$ cat src/hw/rtl/pps_pkg.sv
package pps_pkg;

	localparam int TASK_SLOTS   = 16;
	localparam int CPU_COUNT    = 8;
	localparam int POINTS_WIDTH = 8;

	localparam int SLOT_W = $clog2(TASK_SLOTS);
	localparam int CPU_W  = (CPU_COUNT > 1) ? $clog2(CPU_COUNT) : 1;
	localparam int CMP_W  = (POINTS_WIDTH > 8) ? POINTS_WIDTH : 8;

	localparam logic [CMP_W-1:0] PTS_MAX = CMP_W'((1 << POINTS_WIDTH) - 1);

	localparam logic [1:0] OP_CREATE = 2'd0;
	localparam logic [1:0] OP_BLOCK  = 2'd1;
	localparam logic [1:0] OP_END    = 2'd2;
	localparam logic [1:0] OP_SWITCH = 2'd3;

	localparam logic [1:0] G_RT     = 2'd0;
	localparam logic [1:0] G_NORMAL = 2'd1;
	localparam logic [1:0] G_LOW    = 2'd2;
	localparam logic [1:0] G_IDLE   = 2'd3;

	localparam logic [2:0] ST_OK      = 3'd0;
	localparam logic [2:0] ST_FULL    = 3'd1;
	localparam logic [2:0] ST_NO_TASK = 3'd2;
	localparam logic [2:0] ST_NO_CUR  = 3'd3;
	localparam logic [2:0] ST_ENDING  = 3'd4;

	typedef enum logic [3:0] {
		CO_NONE, CO_CREATE, CO_BLOCK, CO_END, CO_UNQUAR,
		CO_DEC, CO_INC, CO_DESCHED, CO_SCHED, CO_FREE
	} cell_op_t;

	typedef struct packed {
		logic [1:0]       group;
		logic [CPU_W-1:0] cpu;
		logic             pinned;
		logic             flag;
	} cell_bcast_t;

	typedef struct packed {
		logic                    valid;
		logic [1:0]              group;
		logic [CPU_W-1:0]        cpu;
		logic                    pinned;
		logic                    running;
		logic                    blocked;
		logic                    ended;
		logic                    quar;
		logic [POINTS_WIDTH-1:0] points;
	} task_rec_t;

endpackage

$ cat src/hw/rtl/pps_cell.sv
module pps_cell import pps_pkg::*; (
	input  logic        clk,
	input  logic        arst_n,
	input  cell_op_t    op,
	input  cell_bcast_t bc,
	output task_rec_t   rec
);

	task_rec_t rec_q;

	always_ff @(posedge clk or negedge arst_n) begin
		if (!arst_n) begin
			rec_q <= '0;
		end else begin
			unique case (op)
				CO_CREATE: begin
					// fresh task: unblocked, not ended, not quarantined, no points
					rec_q <= {1'b1, bc.group, bc.cpu, bc.pinned, bc.flag,
						1'b0, 1'b0, 1'b0, {POINTS_WIDTH{1'b0}}};
				end
				CO_BLOCK:   rec_q.blocked <= bc.flag;
				CO_END:     rec_q.ended   <= 1'b1;
				CO_UNQUAR:  rec_q.quar    <= 1'b0;
				CO_DEC: begin
					if (rec_q.points != '0) rec_q.points <= rec_q.points - 1'b1;
				end
				CO_INC:     rec_q.points  <= rec_q.points + 1'b1;
				CO_DESCHED: begin
					rec_q.running <= 1'b0;
					rec_q.quar    <= 1'b1;
				end
				CO_SCHED: begin
					rec_q.running <= 1'b1;
					rec_q.cpu     <= bc.cpu;
				end
				CO_FREE:    rec_q <= '0;
				default: ;
			endcase
		end
	end

	assign rec = rec_q;

endmodule

$ cat src/hw/rtl/priority_points_task_scheduler.sv
// Create, set blocked and mark ended pass from accept through one result step;
// a switch runs one table walk to pool, one pool step, one points step, one walk for
// the minimum, one commit step and one result step; a switch ending in no viable or
// no current task goes from the points step straight to the result step.
// Throughput: one item at a time; the next item is taken once the result is in
// the output register. arst_n clears every slot to invalid and the points ceiling to 16.
module priority_points_task_scheduler import pps_pkg::*; (
	input  logic        clk,
	input  logic        arst_n,
	input  logic        in_valid,
	output logic        in_ready,
	input  logic [1:0]  opcode,
	input  logic [3:0]  slot,
	input  logic [1:0]  group,
	input  logic [2:0]  cpu,
	input  logic        pinned,
	input  logic        flag_value,
	output logic        out_valid,
	input  logic        out_ready,
	output logic [2:0]  status,
	output logic [3:0]  chosen_slot,
	output logic        switched,
	output logic        freed,
	output logic [3:0]  previous_slot,
	input  logic        cfg_valid,
	output logic        cfg_ready,
	input  logic [7:0]  cfg_data
);

	typedef enum logic [2:0] {S_IDLE, S_SCAN, S_POOL, S_POINTS, S_MIN, S_FINAL, S_DONE} state_t;

	state_t state_q;

	// row of slot cells
	task_rec_t   recs [TASK_SLOTS];
	cell_op_t    ops  [TASK_SLOTS];
	cell_bcast_t bc;

	for (genvar g = 0; g < TASK_SLOTS; g++) begin : g_cell
		pps_cell u_cell (.clk(clk), .arst_n(arst_n), .op(ops[g]), .bc(bc), .rec(recs[g]));
	end

	logic [7:0]            pts_ceiling_q;
	logic [CPU_W-1:0]      cpu_q;
	logic [SLOT_W-1:0]     idx_q, cur_q, win_q;
	logic                  curv_q, cur_ecur_q, winv_q;
	logic [1:0]            curg_q;
	logic [POINTS_WIDTH-1:0] winpts_q;
	logic [TASK_SLOTS-1:0] m0_q, m1_q, m2_q, m3_q, pool_q;
	logic [2:0]            st_q;
	logic [3:0]            ch_q, pv_q;
	logic                  sw_q, fr_q;
	logic                  out_valid_q;
	logic [2:0]            status_q;
	logic [3:0]            chosen_q, prev_q;
	logic                  switched_q, freed_q;

	logic [CPU_W-1:0] cpu_in;
	assign cpu_in = CPU_W'(cpu % CPU_COUNT);

	wire accept = in_valid && in_ready;
	assign in_ready  = (state_q == S_IDLE);
	assign cfg_ready = 1'b1;

	// lowest free slot
	logic              free_any;
	logic [SLOT_W-1:0] free_idx;
	always_comb begin
		free_any = 1'b0;
		free_idx = '0;
		for (int i = TASK_SLOTS - 1; i >= 0; i--) begin
			if (!recs[i].valid) begin
				free_any = 1'b1;
				free_idx = SLOT_W'(i);
			end
		end
	end

	logic slot_ok;
	assign slot_ok = ({1'b0, slot} < 5'(TASK_SLOTS)) && recs[SLOT_W'(slot)].valid;

	// eligibility of the slot under the scan pointer
	task_rec_t r;
	logic same, skip, quar_eff, iscur, base, e_cur, e_nocur;
	always_comb begin
		r        = recs[idx_q];
		same     = (r.cpu == cpu_q);
		skip     = !r.valid || (r.pinned && !same);
		quar_eff = same ? 1'b0 : r.quar;
		iscur    = same && !r.quar && r.running;
		base     = !r.blocked && !r.ended && !quar_eff;
		e_cur    = base && (iscur || !r.running);
		e_nocur  = base && !r.running;
	end

	// pool: realtime, else normal, else low, else idle
	logic [TASK_SLOTS-1:0] m2f, m3f, pool_d;
	always_comb begin
		m2f = m2_q;
		m3f = m3_q;
		if (curv_q) begin
			m2f[cur_q] = (curg_q == G_LOW)  && cur_ecur_q;
			m3f[cur_q] = (curg_q == G_IDLE) && cur_ecur_q;
		end
		if (|m0_q)      pool_d = m0_q;
		else if (|m1_q) pool_d = m1_q;
		else if (|m2f)  pool_d = m2f;
		else            pool_d = m3f;
	end

	// ceiling check on the current task
	task_rec_t c;
	logic [CMP_W-1:0] ceil_v;
	logic at_ceil;
	always_comb begin
		c       = recs[cur_q];
		ceil_v  = (CMP_W'(pts_ceiling_q) < PTS_MAX) ? CMP_W'(pts_ceiling_q) : PTS_MAX;
		at_ceil = CMP_W'(c.points) >= ceil_v;
	end

	// cell commands
	always_comb begin
		for (int i = 0; i < TASK_SLOTS; i++) ops[i] = CO_NONE;
		bc.group  = group;
		bc.cpu    = (state_q == S_IDLE) ? cpu_in : cpu_q;
		bc.pinned = pinned;
		bc.flag   = flag_value;
		unique case (state_q)
			S_IDLE: begin
				if (accept) begin
					unique case (opcode)
						OP_CREATE: if (free_any) ops[free_idx] = CO_CREATE;
						OP_BLOCK:  if (slot_ok) ops[SLOT_W'(slot)] = CO_BLOCK;
						OP_END:    if (slot_ok) ops[SLOT_W'(slot)] = CO_END;
						default: ;
					endcase
				end
			end
			S_SCAN: if (r.valid && same && r.quar) ops[idx_q] = CO_UNQUAR;
			S_POINTS: begin
				if (|pool_q && curv_q) begin
					if (at_ceil) begin
						if (pool_q[cur_q]) begin
							for (int i = 0; i < TASK_SLOTS; i++)
								if (pool_q[i]) ops[i] = CO_DEC;
						end
					end else begin
						ops[cur_q] = CO_INC;
					end
				end
			end
			S_FINAL: begin
				if (win_q != cur_q) begin
					ops[cur_q] = c.ended ? CO_FREE : CO_DESCHED;
					ops[win_q] = CO_SCHED;
				end
			end
			default: ;
		endcase
	end

	wire last = (idx_q == SLOT_W'(TASK_SLOTS - 1));

	always_ff @(posedge clk or negedge arst_n) begin
		if (!arst_n) begin
			state_q       <= S_IDLE;
			pts_ceiling_q <= 8'd16;
			out_valid_q   <= 1'b0;
		end else begin
			if (cfg_valid && cfg_ready) pts_ceiling_q <= cfg_data;
			// drop the result once taken, unless a new one replaces it
			if (out_valid_q && out_ready && state_q != S_DONE) out_valid_q <= 1'b0;
			unique case (state_q)
				S_IDLE: begin
					if (accept) begin
						st_q <= (opcode == OP_CREATE && !free_any) ? ST_FULL : ST_OK;
						ch_q <= (opcode == OP_CREATE && free_any) ? 4'(free_idx) : 4'd0;
						sw_q <= 1'b0; fr_q <= 1'b0; pv_q <= '0;
						cpu_q <= cpu_in;
						idx_q <= '0;
						curv_q <= 1'b0;
						m0_q <= '0; m1_q <= '0; m2_q <= '0; m3_q <= '0;
						state_q <= (opcode == OP_SWITCH) ? S_SCAN : S_DONE;
					end
				end
				S_SCAN: begin
					if (iscur && r.valid) begin
						curv_q     <= 1'b1;
						cur_q      <= idx_q;
						curg_q     <= r.group;
						cur_ecur_q <= !r.blocked && !r.ended;
					end
					m0_q[idx_q] <= !skip && e_cur && (r.group == G_RT);
					m1_q[idx_q] <= !skip && e_cur && (r.group == G_NORMAL);
					m2_q[idx_q] <= !skip && e_nocur && (r.group == G_LOW);
					m3_q[idx_q] <= !skip && e_nocur && (r.group == G_IDLE);
					idx_q <= idx_q + 1'b1;
					if (last) state_q <= S_POOL;
				end
				S_POOL: begin
					pool_q  <= pool_d;
					state_q <= S_POINTS;
				end
				S_POINTS: begin
					pv_q   <= curv_q ? 4'(cur_q) : 4'd0;
					idx_q  <= '0;
					winv_q <= 1'b0;
					if (!(|pool_q)) begin
						st_q <= ST_NO_TASK; state_q <= S_DONE;
					end else if (!curv_q) begin
						st_q <= ST_NO_CUR; state_q <= S_DONE;
					end else begin
						state_q <= S_MIN;
					end
				end
				S_MIN: begin
					if (pool_q[idx_q] && (!winv_q || recs[idx_q].points < winpts_q)) begin
						winv_q   <= 1'b1;
						win_q    <= idx_q;
						winpts_q <= recs[idx_q].points;
					end
					idx_q <= idx_q + 1'b1;
					if (last) state_q <= S_FINAL;
				end
				S_FINAL: begin
					if (win_q != cur_q) begin
						ch_q <= 4'(win_q); sw_q <= 1'b1; fr_q <= c.ended;
					end else if (c.ended) begin
						st_q <= ST_ENDING;
					end else begin
						ch_q <= 4'(win_q);
					end
					state_q <= S_DONE;
				end
				S_DONE: begin
					// hold the result until the output register is free
					if (!out_valid_q || out_ready) begin
						out_valid_q <= 1'b1;
						status_q    <= st_q;
						chosen_q    <= ch_q;
						switched_q  <= sw_q;
						freed_q     <= fr_q;
						prev_q      <= pv_q;
						state_q     <= S_IDLE;
					end
				end
				default: state_q <= S_IDLE;
			endcase
		end
	end

	assign out_valid     = out_valid_q;
	assign status        = status_q;
	assign chosen_slot   = chosen_q;
	assign switched      = switched_q;
	assign freed         = freed_q;
	assign previous_slot = prev_q;

endmodule
$ cat config.mk
export PLATFORM = sky130hd
export DESIGN_NAME = priority_points_task_scheduler
export DESIGN_NICKNAME = d
export VERILOG_FILES = /design/src/hw/rtl/pps_pkg.sv /design/src/hw/rtl/pps_cell.sv /design/src/hw/rtl/priority_points_task_scheduler.sv
export SDC_FILE = /design/constraint.sdc
export NUM_CORES = 1
export LEC_CHECK = 0
export ABC_AREA = 1
export BUFFER_PORTS_ARGS = -buffer_cell sky130_fd_sc_hd__buf_2
export CAP_MARGIN = 25
export CORE_MARGIN = 8
export CORE_UTILIZATION = 27
export DETAILED_ROUTE_END_ITERATION = 8
export HOLD_SLACK_MARGIN = 0.08
export PLACE_DENSITY = 0.47
export SLEW_MARGIN = 10
export SYNTH_ARGS = -nofsm -noshare
export SYNTH_HDL_FRONTEND = slang
export SYNTH_SLANG_ARGS = --single-unit
$ cat constraint.sdc
create_clock -name clk -period 14.2 [get_ports clk]
set_input_delay 0 -clock clk [delete_from_list [all_inputs] [get_ports clk]]
set_output_delay 0 -clock clk [all_outputs]
set_load 0.05 [all_outputs]
Word-level counts from Yosys, hierarchy flattened
Index checks and enable logic that the tools add are counted.
- equality and inequality tests: 189
- bitwise operators: 9
- add/subtract/negate cells: 33
- $lt $le $gt $ge: 17
- mux-type cells: 286
- reduce and logical (&&, ||, !) cells: 283
- operators with widths (cell ; count):
    case mux 8 bit (3 select lines) ; 16
    equality test 4 x 3 -> 1 bit, second input constant ; 64
    case mux 64 bit (4 select lines) ; 1
    binary-select mux 19 bit (select 4 bit) ; 3
    two-way mux 64 bit ; 3
    case mux 3 bit (2 select lines) ; 32
    two-way mux 62 bit ; 3
    case mux 62 bit (3 select lines) ; 1
    nonzero test 2 bit ; 84
    two-way mux 8 bit ; 17
    case mux 1 bit (2 select lines) ; 68
    equality test 4 bit, second input constant ; 33
    adder 8 x 1 -> 8 bit, second input constant ; 16
    equality test 4 x 2 -> 1 bit, second input constant ; 32
    case mux 16 bit (2 select lines) ; 4
    nonzero test 8 bit ; 16
    subtractor 8 x 1 -> 8 bit, second input constant ; 16
    two-way mux 63 bit ; 2
    two-way mux 4 bit ; 28
    nonzero test 3 bit ; 34
    OR reduction 2 bit ; 49
    bitwise mux 16 bit ; 6
    two-way mux 16 bit ; 6
    two-way mux 3 bit ; 27
    48 further kinds ; 256
- output and inout bits: 16
- flip-flop bits (word level): 450
- word-level logic and storage cells: 988

Longest topological paths before layout
- depth in word-level cells: 29
- gate-level depth with buffers: 32
- gate-level depth less buffers: 29

Modules after synthesis
Synthesis repeated with hierarchy kept, for this count alone.
- cell total of the unflattened synthesis: 4567
- area, all modules: 32555.0 µm²
- modules (own cells, without submodules) (module ; cells an instance ; times used ; area an instance (µm²)):
    pps_cell ; 159 ; 16 ; 1199.9
    priority_points_task_scheduler ; 2023 ; 1 ; 13356.6

Least setup slack after synthesis
Ideal clock, no wire load.
- path type: reg-to-reg
- start: register state_q[1]
- end: register m0_q[0] (enable)
- data arrival time: 4.433 ns
- data required time: 13.693 ns
- path slack: 9.260 ns
- buffers on the path: 0
- stages on the path, launching flop included: 8
- cell sequence: dfrtp_1 nor2_1 inv_1 nor2_4 inv_2 nor2_4 inv_2 a21oi_1
- word-level cells in the longest chain between the ends: 4
- elaborated cells between the ends (all ways): 6
- classes of those cells: eq/ne: 2; reduce/logical: 4
- ends and longest elaborated chain (what ; RTL line ; text):
    start: declaration ; priority_points_task_scheduler.sv:32 ; state_t state_q;
    start signal: assignment ; priority_points_task_scheduler.sv:183 ; state_q <= (opcode == OP_SWITCH) ? S_SCAN : S_DONE;
    zero test 3 bit * ; priority_points_task_scheduler.sv:62 ; assign in_ready = (state_q == S_IDLE);
    net in_ready ; priority_points_task_scheduler.sv:11 ; output logic in_ready,
    logical AND 1 bit ; priority_points_task_scheduler.sv:61 ; wire accept = in_valid && in_ready;
    inequality test 2 x 1 -> 1 bit (no source line) ; n/a ;
    AND reduction 3 bit (no source line) * ; n/a ;
    end signal: indexed assignment ; priority_points_task_scheduler.sv:193 ; m0_q[idx_q] <= !skip && e_cur && (r.group == G_RT);
    end: declaration ; priority_points_task_scheduler.sv:49 ; logic [TASK_SLOTS-1:0] m0_q, m1_q, m2_q, m3_q, pool_q;
Mark *: on every way through the listed nets, which the timed path passes. The rest lies on a longest branch.
A chain may end at the register's enable or synchronous reset.

Worst setup path after layout
- start: register cur_q[0]
- end: register g_cell[6].u_cell.rec_q, in the netlist g_cell[6].u_cell.rec[7]
- word-level cells in the longest chain between the ends: 13
- elaborated cells between the ends (all ways): 31
- classes of those cells: order compare: 3; eq/ne: 6; mux: 14; bitwise: 4; reduce/logical: 4
- ends and longest elaborated chain (what ; RTL line ; text):
    start: declaration ; priority_points_task_scheduler.sv:45 ; logic [SLOT_W-1:0] idx_q, cur_q, win_q;
    start signal: assignment ; priority_points_task_scheduler.sv:189 ; cur_q <= idx_q;
    branches (longest 8 deep; another with greater-or-equal comparator 8 bit) ; n/a ;
    case mux 64 bit (4 select lines) * ; priority_points_task_scheduler.sv:128 ; unique case (state_q)
    equality test 4 x 1 -> 1 bit or equality test 4 bit (tied branches) ; pps_cell.sv:15 ; unique case (op)
    OR reduction 2 bit (no source line) ; n/a ;
    nonzero test 3 bit (no source line) ; n/a ;
    AND reduction 2 bit (no source line) ; n/a ;
    end signal: assignment ; pps_cell.sv:18 ; rec_q <= {1'b1, bc.group, bc.cpu, bc.pinned, bc.flag,
    end: declaration ; pps_cell.sv:9 ; task_rec_t rec_q;
Every way passes the cells marked *. The select of a mux whose other input is x is not followed.

==> tab_implementation.tex <==
\begin{tabular}{lr}
\hline
Metric & Value \\
\hline
\multicolumn{2}{l}{\textbf{Floorplan}} \\
\quad Number of placement rows & about 120 \\
\quad Vertical extent of the die & 353 um \\
\quad Die ar. & 0.125 mm2 \\
\quad Area of the core & 0.113 mm2 \\
\quad Horiz. Die Dim & 353 um \\
\quad I/O pin total & 42 \\
\quad Initial Utilization & 27.2\% \\
\multicolumn{2}{l}{\textbf{STA}} \\
\quad Shortest period the worst path allows & 6680 ps \\
\quad Total negative setup slack & 0 ps \\
\quad Clock Skew & between 50 and 60 ps \\
\quad Final period utilization & 47.0\% \\
\quad Final-report hold violation count & 0 \\
\quad Worst slew slack as a fraction of its limit & 25.2\% \\
\quad Worst Tran Pin Value & 1120 ps \\
\quad Final Slew Violations & 0 \\
\quad Achievable frequency & around 150 MHz \\
\quad Unrepaired setup endpoints after global routing & no \\
\quad Setup Viol. Count Final & 0 \\
\multicolumn{2}{l}{\textbf{Synthesis}} \\
\quad Number of instances in the synthesized netlist & slightly above 4k \\
\quad Cell types with the highest counts after synthesis & sky130\_fd\_sc\_hd\_\_nand2\_1 (907), sky130\_fd\_sc\_hd\_\_inv\_1 (497), sky130\_fd\_sc\_hd\_\_o21ai\_0 (452) \\
\quad Fraction of the yosys area taken by sequential cells & 38.9\% \\
\quad Dominant combinational cell family by area after synthesis & simple AND/OR/NAND/NOR gates \\
\quad Count of yosys warnings during synthesis & 0 \\
\quad Parity-gate share of the synthesized area counting xor and xnor cells & 2.80\% \\
\quad Adder-Cell Fraction of Synth Area & 5.74\% \\
\quad Simple-gate share of the synthesized area & roughly a quarter \\
\quad Number of enable-type register cells in the synthesized netlist & 134 \\
\quad Mapped cell area & about 0.03 mm2 \\
\quad Post-synth cell types & 69 \\
\quad Most common cell in the netlist & sky130\_fd\_sc\_hd\_\_nand2\_1 \\
\quad Predominant post-synthesis flop cell & sky130\_fd\_sc\_hd\_\_dfrtp\_1 \\
\quad Cell accounting for the most synthesized area & sky130\_fd\_sc\_hd\_\_dfrtp\_1 \\
\quad Portion of netlist area occupied by mux cells & less than 1\% \\
\quad Compound-gate portion of the synthesized area & 18.1\% \\
\quad Biggest area contributors in the synthesized netlist & sky130\_fd\_sc\_hd\_\_dfrtp\_1 (26\%), sky130\_fd\_sc\_hd\_\_edfxtp\_1 (13\%), sky130\_fd\_sc\_hd\_\_nand2\_1 (11\%) \\
\quad Share of synthesized flip-flops with an asynchronous set or reset & 70.2\% \\
\quad Number of nets produced by synthesis & 4,292 \\
\quad Post-synthesis area per instance & 7.42 um2 \\
\quad Share of the synthesized area in the top cell type & $\sim$26\% \\
\quad Number of storage elements in the synthesis netlist & 450 \\
\multicolumn{2}{l}{\textbf{Drt}} \\
\quad DRC marker count from the first detailed-route iteration & approximately 3.6k \\
\quad Average wire length per cell after detail routing & 22.1 um \\
\quad Total via count after detailed routing & between 20k and 30k \\
\quad Post-DRT Antenna Nets & 0 \\
\quad Number of vias per cell after detailed routing & around 5.2 \\
\quad Total wire length after detailed routing & around 130 mm \\
\quad Pre-Repair DR Iteration Count & 7 \\
\quad DRC violation count after routing & 0 \\
\multicolumn{2}{l}{\textbf{Outcome}} \\
\quad Status & finished, final reports clean \\
\multicolumn{2}{l}{\textbf{Setup path}} \\
\quad Kind of critical path & flip-flop to flip-flop \\
\quad Worst flop-to-flop path startpoint & cur\_q[0] \\
\quad Reg2Reg Depth & 24 \\
\quad Element type at the critical path end & flip-flop \\
\quad Type of element launching the critical path & flip-flop \\
\quad Critical path arrival & 7240 ps \\
\quad CP Data Required Time & 14,760 ps \\
\quad FF-to-FF setup slack & 7520 ps \\
\quad Crit path max fanout & 40 \\
\quad Worst reg2reg path endpoint & g\_cell[6].u\_cell.rec[7] \\
\multicolumn{2}{l}{\textbf{Final layout}} \\
\quad Number of fill cells in the layout & approximately 12k \\
\quad Number of nets in the final layout & 4,327 \\
\quad Non-filler cells in the finished layout & 5,717 \\
\quad Synthesis-to-layout area growth & 12.9\% \\
\quad Post-route core utilization & 30.7\% \\
\quad Layout cell share with drive strength beyond 1 & 6.69\% \\
\quad Antenna cells & 0 \\
\multicolumn{2}{l}{\textbf{Place}} \\
\quad Number of I/O port buffers & 40 \\
\quad Cell count after placement & roughly 5.6k \\
\quad HPWL after DPL & 95.8 mm \\
\quad Final weighted congestion in routability-driven placement & a little over 1 \\
\multicolumn{2}{l}{\textbf{GRT}} \\
\quad Maximum number of pins on one net before global-route repair & 83 \\
\quad Vias in the first global route & $\sim$28k \\
\quad Total global routing track utilization & 19.4\% \\
\quad Wire length of the first global-routing pass & between 150 and 200 mm \\
\quad Antenna violations before repair & 3 \\
\quad Remaining Overflow, GRT & 0 \\
\multicolumn{2}{l}{\textbf{Clocking}} \\
\quad Worst-Skew Late Latency & 670 ps \\
\quad Number of resized instances in the post-cts repair step & 0 \\
\quad H-Tree Level Count & 2 \\
\quad Sink Count & 450 \\
\quad TritonCTS clock tree & built \\
\quad CTS root buffer & sky130\_fd\_sc\_hd\_\_clkbuf\_16 \\
\quad Clock slew at the register clock pins of the worst setup and hold paths & 70 ps \\
\quad Max Buffers Root-to-Sink & 3 \\
\quad Number of buffers created by CTS & 57 \\
\quad Post-CTS Setup Inserts & 0 \\
\multicolumn{2}{l}{\textbf{Pwr}} \\
\quad Worst voltage drop across the vdd grid & 0.104 mV \\
\quad Static leakage & between 0.015 and 0.02 uW \\
\quad Power Density & 206 mW/mm2 \\
\multicolumn{2}{l}{\textbf{Min path}} \\
\quad Hold-critical path endpoint & g\_cell[6].u\_cell.rec[10] \\
\quad Number of cells on the worst hold path & 7 \\
\quad Worst hold-check path type & primary input to flip-flop \\
\quad Startpoint of the lowest-slack hold path & slot[3] \\
\multicolumn{2}{l}{\textbf{Run}} \\
\quad Maximum capacitance violations & 0 \\
\hline
\end{tabular}
[state kept, by name, indices dropped and copies added, names as in the netlist, 2 cells and up]
register / cells
chosen_slot: 4
m1_q: 16
m2_q: 16
g_cell.u_cell.rec: 304
m3_q: 16
previous_slot: 4
cur_q: 4
status: 3
pv_q: 4
winpts_q: 8
st_q: 3
win_q: 4
m0_q: 16
pts_ceiling_q: 8
idx_q: 4
ch_q: 4
state_q: 3
pool_q: 16
curg_q: 2
cpu_q: 3
[where the power goes]
| part | total, uW | switching [uW] | internal (uW) |
|---|---|---|---|
| sequential | 2300 | 454 | 1850 |
| clock | 1480 | 630 | 848 |
| combinational | 3340 | 2200 | 1140 |
[how the worst max path moves through the flow]
stage               startpoint                 endpoint  slack (ps)  cells past startpoint
global placement      cur_q[0]  g_cell[6].u_cell.rec[7]        7710                     24
global route          cur_q[0]  g_cell[6].u_cell.rec[7]        6890                     23
detailed placement    cur_q[0]  g_cell[6].u_cell.rec[7]        7590                     24
CTS                   cur_q[0]  g_cell[6].u_cell.rec[7]        7610                     24
finish                cur_q[0]  g_cell[6].u_cell.rec[7]        7520                     24
floorplan           state_q[1]                  m0_q[0]        9260                      7
[cells in the final DEF (no fill, tap or decap), drive strengths merged, types with 47 or more instances in the layout]
cell	count
a21oi	335
buf	81
clkbuf	73
dfrtp	315
edfxtp	134
ha	115
inv	522
nand2	918
nand3	263
nand4	84
nor2	333
nor3	52
o21ai	526
o22ai	75
xnor2	47
xor2	51
[layout make-up]
class	count	area, um2	share of cell area (%)
inverters	523	1970	5.68
repair buffers	120	953	2.75
clock inverters	33	324	0.936
flip-flops and latches	450	11900	34.5
multi-input cells	3018	16000	46.3
well taps	1500	1880	5.42
clock buffers	73	1530	4.41
[logic make-up (layout without fill, tap and decap cells)]
kind of cell / Yosys count / count (layout)
buffers and inverters: 667 / 749
AND/OR/NAND/NOR: 1757 / 1757
XOR/XNOR: 98 / 98
AO/OA/AOI/OAI: 1030 / 1030
multiplexers: 1 / 1
flip-flops: 450 / 450
other: 1 / 1
adder cells (fa/ha/maj): 131 / 131
[worst max-delay path, stage by stage (launching register included)]
cell                       delay (ps)
sky130_fd_sc_hd__edfxtp_1        1010
sky130_fd_sc_hd__inv_2            240
sky130_fd_sc_hd__nor2_4           290
sky130_fd_sc_hd__inv_2            360
sky130_fd_sc_hd__o21ai_0          480
sky130_fd_sc_hd__o21ai_0          150
sky130_fd_sc_hd__nand4_1          160
sky130_fd_sc_hd__ha_1             250
sky130_fd_sc_hd__a21oi_1          150
sky130_fd_sc_hd__nor2_1            50
sky130_fd_sc_hd__nor3b_1          250
sky130_fd_sc_hd__nand3_1          290
sky130_fd_sc_hd__nor3_4           690
sky130_fd_sc_hd__nand2_1          580
sky130_fd_sc_hd__ha_1             520
sky130_fd_sc_hd__a21oi_1          140
sky130_fd_sc_hd__nand2_1          100
sky130_fd_sc_hd__a21oi_1          140
sky130_fd_sc_hd__o21bai_1         100
sky130_fd_sc_hd__a21oi_1          140
sky130_fd_sc_hd__nor2_1            50
sky130_fd_sc_hd__nor2_1           120
sky130_fd_sc_hd__xnor2_1          140
sky130_fd_sc_hd__nand3_1           90
sky130_fd_sc_hd__o21ai_0           90
[through the flow]
step	total power, uW	instance area, um2	hold slack [ps]	setup WS (ps)
6_report	7120	34600	204	7520
5_1_grt	7650	34600	188	6890
4_1_cts	7100	34600	115	7610
3_5_place_dp	5580	32300	6.55	7590
3_3_place_gp	5570	32300	-12.4	7710
2_1_floorplan	4530	30700	-296	9260
[per-layer routing]
layer  up-vias  global-route usage, %  routed length (um)
met1     14100                   26.6               55700
met5         -                      0                  23
met3       235                   3.15                8950
met2      1152                   30.6               56200
met4         4                   7.34                5270
li1      14000                      -                   -
[timing repair]
item | 4_1_cts | 5_1_grt
hold buffers | 40 | 0
endpoints found under the hold margin | 263 | 0
setup endpoints to repair | 0 | 0
(Power assumes the default switching activity.)
